**src/rtl/jass_pkg.sv**
```systemverilog
// Shared types and constants for the movie byte-stream segmenter.
// No dependencies; imported by every module of the block.
package jass_pkg;

  localparam int SEG_W     = 48;
  localparam int CFG_W     = 16;
  localparam int DIG_W     = 8;
  localparam int DIV_STEPS = SEG_W / DIG_W;
  localparam int STEP_W    = $clog2(DIV_STEPS + 1);
  localparam int REM_W     = 3;

  localparam logic [23:0]      TAG_JFI     = 24'h4A4649;
  localparam logic [7:0]       CHAR_F      = 8'h46;
  localparam logic [7:0]       MARK_FF     = 8'hFF;
  localparam logic [7:0]       MARK_D9     = 8'hD9;
  localparam logic [SEG_W-1:0] TAG_LEAD    = SEG_W'(9);
  localparam logic [CFG_W-1:0] AUDIO_RESET = CFG_W'(16'h0010);

  localparam logic [REM_W:0]   FRAME_BYTES = 4'd6;
  // x / 3 == (x * 683) >> 11 for every 10-bit x
  localparam logic [9:0]       RECIP3      = 10'd683;
  localparam int               RECIP_SH    = 11;

  localparam logic KIND_AUDIO = 1'b0;
  localparam logic KIND_VIDEO = 1'b1;

  typedef struct packed {
    logic             kind;
    logic [SEG_W-1:0] start;
    logic [SEG_W-1:0] len;
  } seg_ev_t;

  typedef enum logic [0:0] {
    BK_IDLE,
    BK_DIV
  } bk_state_t;

endpackage

```
**src/rtl/jass_front.sv**
```systemverilog
// Front end: accepts bytes, tracks position and tag matches, emits segment events.
// Depends on jass_pkg.
module jass_front
  import jass_pkg::*;
(
  input  logic             clk,
  input  logic             rst_n,
  input  logic             cfg_wr_en,
  input  logic [CFG_W-1:0] cfg_wr_data,
  input  logic             in_push,
  input  logic [7:0]       in_data_byte,
  input  logic             q_full,
  output logic             ev_push,
  output seg_ev_t          ev
);

  logic [SEG_W-1:0] pos_r, pos_nxt;
  logic [SEG_W-1:0] cand_r, cand_nxt;
  logic             lo_r, lo_nxt;
  logic [23:0]      win_r, win_nxt;
  logic [1:0]       fill_r, fill_nxt;
  logic             inpic_r, inpic_nxt;
  logic [SEG_W-1:0] audio_r, audio_nxt;
  logic [SEG_W-1:0] pic_r, pic_nxt;

  logic             accept;
  logic [SEG_W-1:0] start;
  logic [SEG_W:0]   diff;
  logic             gap;
  logic [SEG_W-1:0] end_pos;
  logic             tag_hit;
  logic             eoi_hit;

  assign accept  = in_push && !q_full;
  assign start   = lo_r ? '0 : cand_r;
  assign diff    = {1'b0, start} - {1'b0, audio_r};
  assign gap     = !diff[SEG_W] && (diff[SEG_W-1:0] != '0);
  assign end_pos = pos_r + SEG_W'(1);
  assign tag_hit = !inpic_r && (fill_r == 2'd3) && (win_r == TAG_JFI) &&
                   (in_data_byte == CHAR_F);
  assign eoi_hit = inpic_r && (fill_r != 2'd0) && (win_r[7:0] == MARK_FF) &&
                   (in_data_byte == MARK_D9);

  always_comb begin
    pos_nxt   = pos_r;
    cand_nxt  = cand_r;
    lo_nxt    = lo_r;
    win_nxt   = win_r;
    fill_nxt  = fill_r;
    inpic_nxt = inpic_r;
    audio_nxt = audio_r;
    pic_nxt   = pic_r;
    ev_push   = 1'b0;
    ev.kind   = KIND_AUDIO;
    ev.start  = audio_r;
    ev.len    = diff[SEG_W-1:0];
    if (accept) begin
      pos_nxt  = end_pos;
      cand_nxt = cand_r + SEG_W'(1);
      if (end_pos == TAG_LEAD) begin
        lo_nxt = 1'b0;
      end else if (end_pos == '0) begin
        lo_nxt = 1'b1;
      end
      if (tag_hit) begin
        if (gap) begin
          ev_push   = 1'b1;
          audio_nxt = start;
        end
        pic_nxt   = start;
        inpic_nxt = 1'b1;
        win_nxt   = '0;
        fill_nxt  = '0;
      end else if (eoi_hit) begin
        ev_push   = 1'b1;
        ev.kind   = KIND_VIDEO;
        ev.start  = pic_r;
        ev.len    = end_pos - pic_r;
        audio_nxt = end_pos;
        inpic_nxt = 1'b0;
        win_nxt   = '0;
        fill_nxt  = '0;
      end else begin
        win_nxt = {win_r[15:0], in_data_byte};
        if (fill_r != 2'd3) begin
          fill_nxt = fill_r + 2'd1;
        end
      end
    end
    if (cfg_wr_en) begin
      audio_nxt = SEG_W'(cfg_wr_data);
    end
  end

  always_ff @(posedge clk) begin
    if (!rst_n) begin
      pos_r   <= '0;
      cand_r  <= '0 - TAG_LEAD;
      lo_r    <= 1'b1;
      win_r   <= '0;
      fill_r  <= '0;
      inpic_r <= 1'b0;
      audio_r <= SEG_W'(AUDIO_RESET);
      pic_r   <= '0;
    end else begin
      pos_r   <= pos_nxt;
      cand_r  <= cand_nxt;
      lo_r    <= lo_nxt;
      win_r   <= win_nxt;
      fill_r  <= fill_nxt;
      inpic_r <= inpic_nxt;
      audio_r <= audio_nxt;
      pic_r   <= pic_nxt;
    end
  end

endmodule

```
**src/rtl/jass_queue.sv**
```systemverilog
// Four-entry event queue between the front end and the back end.
// Depends on jass_pkg.
module jass_queue
  import jass_pkg::*;
(
  input  logic    clk,
  input  logic    rst_n,
  input  logic    wr_en,
  input  seg_ev_t wr_data,
  output logic    full,
  input  logic    rd_en,
  output logic    empty,
  output seg_ev_t rd_data
);

  localparam int DEPTH = 4;
  localparam int PTR_W = $clog2(DEPTH);

  seg_ev_t          mem [DEPTH];
  logic [PTR_W-1:0] wptr_r, wptr_nxt;
  logic [PTR_W-1:0] rptr_r, rptr_nxt;
  logic [PTR_W:0]   cnt_r, cnt_nxt;
  logic             do_wr;
  logic             do_rd;

  assign full    = (cnt_r == (PTR_W + 1)'(DEPTH));
  assign empty   = (cnt_r == '0);
  assign do_wr   = wr_en && !full;
  assign do_rd   = rd_en && !empty;
  assign rd_data = mem[rptr_r];

  always_comb begin
    wptr_nxt = do_wr ? wptr_r + PTR_W'(1) : wptr_r;
    rptr_nxt = do_rd ? rptr_r + PTR_W'(1) : rptr_r;
    cnt_nxt  = cnt_r;
    if (do_wr && !do_rd) begin
      cnt_nxt = cnt_r + (PTR_W + 1)'(1);
    end else if (do_rd && !do_wr) begin
      cnt_nxt = cnt_r - (PTR_W + 1)'(1);
    end
  end

  always_ff @(posedge clk) begin
    if (do_wr) begin
      mem[wptr_r] <= wr_data;
    end
  end

  always_ff @(posedge clk) begin
    if (!rst_n) begin
      wptr_r <= '0;
      rptr_r <= '0;
      cnt_r  <= '0;
    end else begin
      wptr_r <= wptr_nxt;
      rptr_r <= rptr_nxt;
      cnt_r  <= cnt_nxt;
    end
  end

endmodule

```
**src/rtl/jass_back.sv**
```systemverilog
// Back end: turns queued events into results; audio lengths are divided by
// the frame size one byte digit per cycle. Depends on jass_pkg.
module jass_back
  import jass_pkg::*;
(
  input  logic             clk,
  input  logic             rst_n,
  input  logic             q_empty,
  input  seg_ev_t          q_data,
  output logic             q_pop,
  output logic             empty,
  input  logic             pop,
  output logic             out_segment_kind,
  output logic [SEG_W-1:0] out_segment_start,
  output logic [SEG_W-1:0] out_segment_length,
  output logic [SEG_W-1:0] out_unit_count
);

  bk_state_t         state_r, state_nxt;
  logic              ovld_r, ovld_nxt;
  logic              okind_r;
  logic [SEG_W-1:0]  ostart_r;
  logic [SEG_W-1:0]  olen_r;
  logic [SEG_W-1:0]  ounits_r;
  logic [SEG_W-1:0]  dstart_r;
  logic [SEG_W-1:0]  dlen_r;
  logic [SEG_W-1:0]  dvd_r;
  logic [SEG_W-1:0]  quo_r;
  logic [REM_W-1:0]  rem_r;
  logic [STEP_W-1:0] step_r, step_nxt;

  logic                   slot_free;
  logic                   div_done;
  logic [REM_W+DIG_W-1:0] t;
  logic [9:0]             x;
  logic [19:0]            prod;
  logic [DIG_W-1:0]       qd;
  logic [REM_W+DIG_W-1:0] rfull;
  logic                   load_video;
  logic                   load_audio;
  logic                   write_audio;

  assign slot_free = !ovld_r || pop;
  assign div_done  = (step_r == STEP_W'(DIV_STEPS));
  assign t         = {rem_r, dvd_r[SEG_W-1 -: DIG_W]};
  assign x         = t[REM_W+DIG_W-1:1];
  assign prod      = 20'(x) * 20'(RECIP3);
  assign qd        = prod[RECIP_SH +: DIG_W];
  assign rfull     = t - (REM_W + DIG_W)'(qd) * (REM_W + DIG_W)'(FRAME_BYTES);

  always_comb begin
    state_nxt = state_r;
    case (state_r)
      BK_IDLE: begin
        if (!q_empty && q_data.kind == KIND_AUDIO) begin
          state_nxt = BK_DIV;
        end
      end
      BK_DIV: begin
        if (div_done && slot_free) begin
          state_nxt = BK_IDLE;
        end
      end
      default: state_nxt = BK_IDLE;
    endcase
  end

  always_comb begin
    load_video  = 1'b0;
    load_audio  = 1'b0;
    write_audio = 1'b0;
    case (state_r)
      BK_IDLE: begin
        if (!q_empty) begin
          if (q_data.kind == KIND_VIDEO) begin
            load_video = slot_free;
          end else begin
            load_audio = 1'b1;
          end
        end
      end
      BK_DIV: begin
        write_audio = div_done && slot_free;
      end
      default: ;
    endcase
    q_pop    = load_video || load_audio;
    step_nxt = load_audio ? '0 : (div_done ? step_r : step_r + STEP_W'(1));
    ovld_nxt = (load_video || write_audio) ? 1'b1 : (pop ? 1'b0 : ovld_r);
  end

  always_ff @(posedge clk) begin
    if (load_audio) begin
      dstart_r <= q_data.start;
      dlen_r   <= q_data.len;
      dvd_r    <= q_data.len;
      quo_r    <= '0;
      rem_r    <= '0;
    end else if (state_r == BK_DIV && !div_done) begin
      dvd_r <= dvd_r << DIG_W;
      quo_r <= {quo_r[SEG_W-DIG_W-1:0], qd};
      rem_r <= rfull[REM_W-1:0];
    end
    if (load_video) begin
      okind_r  <= KIND_VIDEO;
      ostart_r <= q_data.start;
      olen_r   <= q_data.len;
      ounits_r <= SEG_W'(1);
    end else if (write_audio) begin
      okind_r  <= KIND_AUDIO;
      ostart_r <= dstart_r;
      olen_r   <= dlen_r;
      ounits_r <= quo_r;
    end
  end

  always_ff @(posedge clk) begin
    if (!rst_n) begin
      state_r <= BK_IDLE;
      ovld_r  <= 1'b0;
      step_r  <= '0;
    end else begin
      state_r <= state_nxt;
      ovld_r  <= ovld_nxt;
      step_r  <= step_nxt;
    end
  end

  assign empty              = !ovld_r;
  assign out_segment_kind   = okind_r;
  assign out_segment_start  = ostart_r;
  assign out_segment_length = olen_r;
  assign out_unit_count     = ounits_r;

endmodule

```
**src/rtl/jpeg_audio_stream_segmenter.sv**
```systemverilog
// Top level of the movie byte-stream segmenter.
// Instantiates jass_front, jass_queue and jass_back; depends on jass_pkg.
//
// Usage:
//   Input channel: drive in_data_byte and push; a byte is taken on a clock
//   edge with push high and full low; one byte per cycle while not full.
//   Result channel: while empty is low the oldest segment is on the out_
//   ports; pop high on an edge takes it.
//   Configuration: cfg_wr_en loads cfg_wr_data as the start of the first
//   audio region; write only while the block is idle.
//   Result path: a JPEG event, pushed on its D9 byte, goes through the
//   queue to the output register. An audio event is pushed on its tag byte;
//   the back end divides the length by the frame size one digit per cycle.
//   Audio results come at least 10 bytes apart, so the back end keeps up
//   with a full-rate input stream.
//   Stalls: results wait in a one-entry output register, events in a
//   four-entry queue; full rises only when that queue is full.
//   Reset (rst_n low, synchronous): position, match window and mode clear,
//   the audio start returns to 16, queued events and results are dropped.
module jpeg_audio_stream_segmenter
  import jass_pkg::*;
(
  input  logic             clk,
  input  logic             rst_n,
  input  logic             cfg_wr_en,
  input  logic [CFG_W-1:0] cfg_wr_data,
  input  logic             push,
  output logic             full,
  input  logic [7:0]       in_data_byte,
  output logic             empty,
  input  logic             pop,
  output logic             out_segment_kind,
  output logic [SEG_W-1:0] out_segment_start,
  output logic [SEG_W-1:0] out_segment_length,
  output logic [SEG_W-1:0] out_unit_count
);

  logic    ev_push;
  seg_ev_t ev;
  logic    q_full;
  logic    q_empty;
  logic    q_pop;
  seg_ev_t q_data;

  assign full = q_full;

  jass_front u_front (
    .clk          (clk),
    .rst_n        (rst_n),
    .cfg_wr_en    (cfg_wr_en),
    .cfg_wr_data  (cfg_wr_data),
    .in_push      (push),
    .in_data_byte (in_data_byte),
    .q_full       (q_full),
    .ev_push      (ev_push),
    .ev           (ev)
  );

  jass_queue u_queue (
    .clk     (clk),
    .rst_n   (rst_n),
    .wr_en   (ev_push),
    .wr_data (ev),
    .full    (q_full),
    .rd_en   (q_pop),
    .empty   (q_empty),
    .rd_data (q_data)
  );

  jass_back u_back (
    .clk                (clk),
    .rst_n              (rst_n),
    .q_empty            (q_empty),
    .q_data             (q_data),
    .q_pop              (q_pop),
    .empty              (empty),
    .pop                (pop),
    .out_segment_kind   (out_segment_kind),
    .out_segment_start  (out_segment_start),
    .out_segment_length (out_segment_length),
    .out_unit_count     (out_unit_count)
  );

endmodule
```
**config.mk**
```make
export PLATFORM = sky130hd
export DESIGN_NAME = jpeg_audio_stream_segmenter
export DESIGN_NICKNAME = d
export VERILOG_FILES = /design/src/rtl/jass_pkg.sv /design/src/rtl/jass_front.sv /design/src/rtl/jass_queue.sv /design/src/rtl/jass_back.sv /design/src/rtl/jpeg_audio_stream_segmenter.sv
export SDC_FILE = /design/constraint.sdc
export NUM_CORES = 2
export LEC_CHECK = 0
export BUFFER_PORTS_ARGS = -buffer_cell sky130_fd_sc_hd__buf_4
export CORE_MARGIN = 5
export CORE_UTILIZATION = 60
export CTS_CLUSTER_SIZE = 8
export DETAILED_ROUTE_END_ITERATION = 10
export GPL_ROUTABILITY_DRIVEN = 0
export HOLD_SLACK_MARGIN = 0.02
export PLACE_DENSITY_LB_ADDON = 0.08
export REMOVE_ABC_BUFFERS = 1
export SKIP_CTS_REPAIR_TIMING = 1
export SLEW_MARGIN = 20
export SYNTH_ARGS = -nofsm -noshare
export SYNTH_HDL_FRONTEND = slang
export SYNTH_SLANG_ARGS = --single-unit
```
**constraint.sdc**
```tcl
create_clock -name clk -period 8.3 [get_ports clk]
set_input_delay 0.415 -clock clk [delete_from_list [all_inputs] [get_ports clk]]
set_output_delay 0.415 -clock clk [all_outputs]
set_load 0.01 [all_outputs]
```
==> Word level (Yosys, flattened, before mapping) <==
Memories as Yosys holds them, arrays and structs flattened. A register that Yosys moved wholly into a read port is not among the register bits.
Index checks and enable logic that the tools add are counted.
{ "totals": {"in_bits": 29, "output_inout_bits": 147, "ff_bits": 572, "elab_cells": 145, "mem_count": 1, "mem_bits_rw": 388} }
{ "classes": {"n_bitwise": 3, "multipliers": 2, "mux": 46, "n_eq_ne": 11, "addsub": 11, "reduce_logical": 47} }
{ "mem_list": {"columns": ["memory", "depth", "width", "read_ports", "rd_ports_with_merged_regs", "wr", "line", "source"], "rows": [
  ["u_queue.mem", 4, 97, 1, 1, 1, "jass_queue.sv:19", "seg_ev_t mem [DEPTH];"]
]} }
{ "ops": {"columns": ["cell", "n"], "rows": [
  ["two-way mux 48 bit", 10],
  ["two-way mux 97 bit", 3],
  ["adder 48 x 1 -> 48 bit (second input constant)", 2],
  ["subtractor 48 x 48 -> 49 bit", 1],
  ["== test 48 x 4 -> 1 bit (second input constant)", 1],
  ["logical NOT 48 bit", 1],
  ["two-way mux 24 bit", 2],
  ["nonzero test 48 bit", 1],
  ["subtractor 48 bit", 1],
  ["two-way mux 16 bit", 2],
  ["== test 24 x 23 -> 1 bit (second input constant)", 1],
  ["two-way mux 1 bit", 21],
  ["multiplier 10 x 10 -> 19 bit (second input constant)", 1],
  ["== test 8 bit (second input constant)", 2],
  ["nonzero test 2 bit", 8],
  ["logical AND 1 bit", 15],
  ["two-way mux 2 bit", 5],
  ["== test 8 x 7 -> 1 bit (second input constant)", 1],
  ["logical NOT 1 bit", 8],
  ["multiplier 8 x 2 -> 2 bit (second input constant)", 1],
  ["AND reduction 2 bit", 4],
  ["adder 2 x 1 -> 2 bit (second input constant)", 3],
  ["adder 3 x 1 -> 3 bit (second input constant)", 2],
  ["== test 3 bit (second input constant)", 2],
  ["other kinds (14)", 22]
]} }

==> Longest topological paths before layout <==
{ "depth": {"ltp_word": 12, "depth_mapped": 25, "depth_no_buf": 20} }

==> Hierarchy <==
A second synthesis with hierarchy kept.
{ "unflattened": {"hier_cells": 4238, "area_unflattened_um2": 46236.8} }
{ "modules_own_cells": {"columns": ["mod", "cells_each", "area_per_inst_um2", "seq_area_each_um2", "instances"], "rows": [
  ["jass_front", 2436, 17589.4, 4404.2, 1],
  ["jass_queue", 555, 14471.4, 11831.3, 1],
  ["jass_back", 1247, 14176.1, 9308.9, 1]
]} }

==> Least setup slack after synthesis <==
No wires, ideal clock.
{ "synth_timing": {"kind": "flip-flop to flip-flop", "start": "register u_front.lo_r", "end": "memory u_queue.mem[0][0] (netlist bit), enable pin", "synth_period_minus_slack_ns": 6.819, "n_path_buf": 6, "path_stages_with_launch": 21, "setup_time_ns": 0.689, "arrival_ns": 6.130, "path_slack_ns": 1.481, "t_required_ns": 7.611, "path_cell_list": "dfxtp_1 > clkbuf_1 > clkbuf_1 > nor2b_1 > ha_1 > buf_6 > and2_4 > buf_6 > a41oi_2 > a21boi_2 > o2111a_2 > nand3_2 > xor2_1 > or4_1 > or4b_1 > or4_1 > or4_1 > buf_2 > buf_6 > nor2b_1 > and2_1"} }
{ "synth_between": {"elab_chain_len": 10, "elab_cells_between_ends": 11, "classes_between": "add/sub (1); mux (6); reduce/logical (4)"} }
{ "synth_lines": {"columns": ["item", "line", "source"], "rows": [
  ["start: declaration", "jass_front.sv:19", "logic lo_r, lo_nxt;"],
  ["start signal: assignment", "jass_front.sv:108", "lo_r <= lo_nxt;"],
  ["two-way mux 48 bit *", "jass_front.sv:35", "assign start = lo_r ? '0 : cand_r;"],
  ["via u_front.start[23]", "jass_front.sv:27", "logic [SEG_W-1:0] start;"],
  ["subtractor 48 x 48 -> 49 bit *", "jass_front.sv:36", "assign diff = {1'b0, start} - {1'b0, audio_r};"],
  ["nonzero test 48 bit / logical NOT 1 bit (equally long branches)", "jass_front.sv:37", "assign gap = !diff[SEG_W] && (diff[SEG_W-1:0] != '0);"],
  ["logical AND 1 bit *", "jass_front.sv:37", null],
  ["two-way mux 1 bit *", "jass_front.sv:66", "if (gap) begin"],
  ["two-way mux 1 bit *", "jass_front.sv:65", "if (tag_hit) begin"],
  ["two-way mux 1 bit *", "jass_front.sv:57", "if (accept) begin"],
  ["logical AND 1 bit *", "jass_queue.sv:28", "assign do_wr = wr_en && !full;"],
  ["via u_queue.do_wr", "jass_queue.sv:23", "logic do_wr;"],
  ["two-way mux 1 bit *", "jass_queue.sv:44", "if (do_wr) begin"],
  ["two-way mux 1 bit (not written as such) *", "jass_queue.sv:45", "mem[wptr_r] <= wr_data;"],
  ["end: declaration", "jass_queue.sv:19", null]
]} }
Mark *: on every way through the listed nets, which the timed path passes. The rest lies on a longest branch.

==> Final worst setup path <==
{ "layout_timing": {"start": "register u_front.lo_r", "end": "memory u_queue.mem[1][8] (netlist bit), enable pin"} }
Same word-level chain as after synthesis.

==> flow_summary.json <==
{
  "synth.distinct_cells": 90,
  "diodes": 0,
  "fp.dieArea_um2": 82300,
  "leakage_nw": 19.7,
  "min_period_ps": 7190,
  "clk_pin_slew_ps": 50,
  "worstSetupPathType": "register to register",
  "io_buffers": 175,
  "nets": 4574,
  "drt_iter0_drc": 3014,
  "setup_viol": 0,
  "grt_pass1_vias": 30975,
  "cts.sinks": 962,
  "cts_tree": "built",
  "met3_usage_pct": 4.24,
  "drive_above_1_share_pct": 12.4,
  "pin_count": 176,
  "r2r_slack_ps": 1110,
  "cts_root_buf": "clkbuf_16",
  "drtAntennaViolNets": 0,
  "final_hold_viol_count": 0,
  "vias_per_cell": 5.98,
  "status": "completed",
  "wl_per_cell_um": 21.5,
  "fin_cells": 5465,
  "antenna_found_initial": 3,
  "fmax_mhz": 139,
  "grt_pass1_wl_mm": 182,
  "critical_path_arrival_ps": 7560,
  "synth_seq_cells": 962,
  "slew_headroom_pct": 25.6,
  "rows": 101,
  "synthArstFlopShare_pct": 0,
  "die_h_um": 287,
  "initial_core_util_pct": 60.6,
  "holdPathStages": 3,
  "maxCapViolCount": 0,
  "die_w_um": 287,
  "area_delta_synth_final_pct": 13.8,
  "rsz0062_at_grt": "false",
  "fin_total_pwr_mw": 13.9,
  "final_area_um2": 52300,
  "yosys_warnings": 0,
  "met1_usage_pct": 42.3,
  "placed_cells": 5222,
  "yosysSeqAreaShare_pct": 55.5,
  "max-vdd-ir-drop_v": 0.000250,
  "synth_ff_type": "edfxtp_1",
  "cp_max_fo": 55,
  "dp_hpwl_mm": 79.6,
  "finClkSkew_ps": 33.4,
  "grt_max_degree": 192,
  "syn_inst": 4203,
  "core_um2": 75900,
  "first_pass_iters": 6,
  "cts_htree_levels": 4,
  "drc": 0,
  "clk_latency_ps": 720,
  "grt-ovfl-total": 0,
  "use_met2_pct": 43.6,
  "powerDensity_nw_per_um2": 266,
  "worst_pin_slew_ps": 1100,
  "avgSynthCellArea_um2": 10.9,
  "finalCritPeriodShare_pct": 86.7,
  "busiest_layer": "met2",
  "slew_violations": 0,
  "num-fill-cells": 5626,
  "cp-start-kind": "register",
  "min_path_type": "primary input to register",
  "dpl_cell_area_um2": 48100,
  "wirelength_mm": 118,
  "r2r_cells": 16,
  "end_kind": "register",
  "clk_path_buf_depth": 3,
  "syn_area_um2": 46000,
  "cts_made_buffers": 139,
  "synth_edf_count": 628,
  "vias": 32701,
  "setup_ws_ps": 1110,
  "post-place-ws_ps": 1200,
  "cp.required_ps": 8670,
  "track_usage_pct": 28.3,
  "hold_ws_ps": 31.1
}
## routing by layer
metal  wire length [um]  vias to the layer above
met5                  0                        -
met4               3390                        0
met3               9230                      243
met2              53400                     1306
met1              51700                    15826
li1                   -                    15326
## state kept, by name, indices dropped and copies added, names as in the netlist, 2 cells and up, named ones only
register                   cells
u_queue.cnt_r                  3
u_back.out_unit_count         48
u_queue.wptr_r                 2
u_front.fill_r                 2
u_queue.rptr_r                 2
u_queue.mem                  388
u_back.dlen_r                 48
u_front.win_r                 24
u_front.pic_r                 48
u_back.step_r                  3
u_back.dvd_r                  48
u_front.audio_r               48
u_front.cand_r                48
u_back.out_segment_length     48
u_front.pos_r                 48
u_back.quo_r                  48
u_back.rem_r                   3
u_back.out_segment_start      48
u_back.dstart_r               48
## worst max-delay path: stages (launching register included)
cell and delay (ps):
dfxtp_1 720, buf_4 460, nor2b_1 150, ha_1 460, a21oi_1 260, o21ai_1 160, a31o_1 250, a221oi_2 360
a21oi_2 150, o31ai_4 360, xor2_1 210, or3b_2 460, or4b_2 690, or4_1 880, nor2b_1 340, and2_4 420
buf_4 460
## per-stage QoR
stage / setup TNS (ps) / utilization, %
after global routing: 0 / 68.9
final: 0 / 68.9
after detailed placement: 0 / 63.3
after floorplan: -3220850 / -
after global placement: 0 / 63.3
after CTS: 0 / 68.7
## power by group
part / leakage [nW] / total [mW] / internal [mW] / switching (mW)
registers: 8.40 / 5.89 / 5.66 / 0.231
clock network: 1.94 / 5.23 / 3.20 / 2.03
logic: 9.34 / 2.77 / 1.07 / 1.70
## cells in the mapped netlist, drive strengths merged (82+ instances only)
cell / n / share of area (%)
ha: 169 / 4.6
mux4: 97 / 4.7
a211oi: 82 / 1.3
inv: 183 / 1.5
clkbuf: 182 / 1.5
edfxtp: 628 / 41
xor2: 102 / 1.9
nand3: 101 / 1.1
nand2: 845 / 6.9
xnor2: 96 / 1.8
o21ai: 215 / 2.3
a21oi: 269 / 2.9
dfxtp: 334 / 15
nor2: 151 / 1.2
## cell families (layout without fill, tap and decap cells)
group / Yosys count / count (layout) / share of synthesized area (%)
AOI/OAI and AO/OA: 785 / 785 / 10.6
xor gates and xnor gates: 198 / 198 / 3.77
adders and majority gates: 193 / 193 / 5.64
buffers and inverters: 406 / 638 / 3.44
DFF: 962 / 962 / 55.5
muxes: 157 / 157 / 6.16
and+or+nand+nor: 1502 / 1502 / 14.9
## area by class of cell
| class | instances | area (um^2) | share of cell area (%) |
|---|---|---|---|
| tap | 1030 | 1290 | 2.46 |
| sequential | 962 | 25600 | 48.8 |
| multi-input combinational | 2835 | 19000 | 36.2 |
| timing repair buffer | 231 | 1790 | 3.43 |
| clock buffer | 213 | 3840 | 7.34 |
| clock inverter | 11 | 220 | 0.421 |
| inverter | 183 | 689 | 1.32 |
## cells in the final DEF, fill, tap and decap left out, drive strengths merged, types with 15 or more instances in the layout
cell and instances:
a211oi 82, a21o 59, a21oi 269, a221o 17
a31oi 18, and2 74, and3 58, and4 15
buf 212, clkbuf 213, dfxtp 334, dlygate4sd3 19
edfxtp 628, fa 24, ha 169, inv 188
mux2 41, mux2i 19, mux4 97, nand2 845
nand2b 27, nand3 101, nand4 35, nor2 151
nor2b 62, nor3 46, nor4 17, o21a 16
o21ai 215, or3 28, xnor2 96, xor2 102
## final timing paths
kind	start	end
max reg2reg	u_front.lo_r	u_queue.mem[1][8]
max	u_front.lo_r	u_queue.mem[1][8]
min	cfg_wr_data[10]	u_front.audio_r[10]
min reg2reg	u_back.out_segment_kind	u_back.out_segment_kind
(Power assumes the default switching activity.)
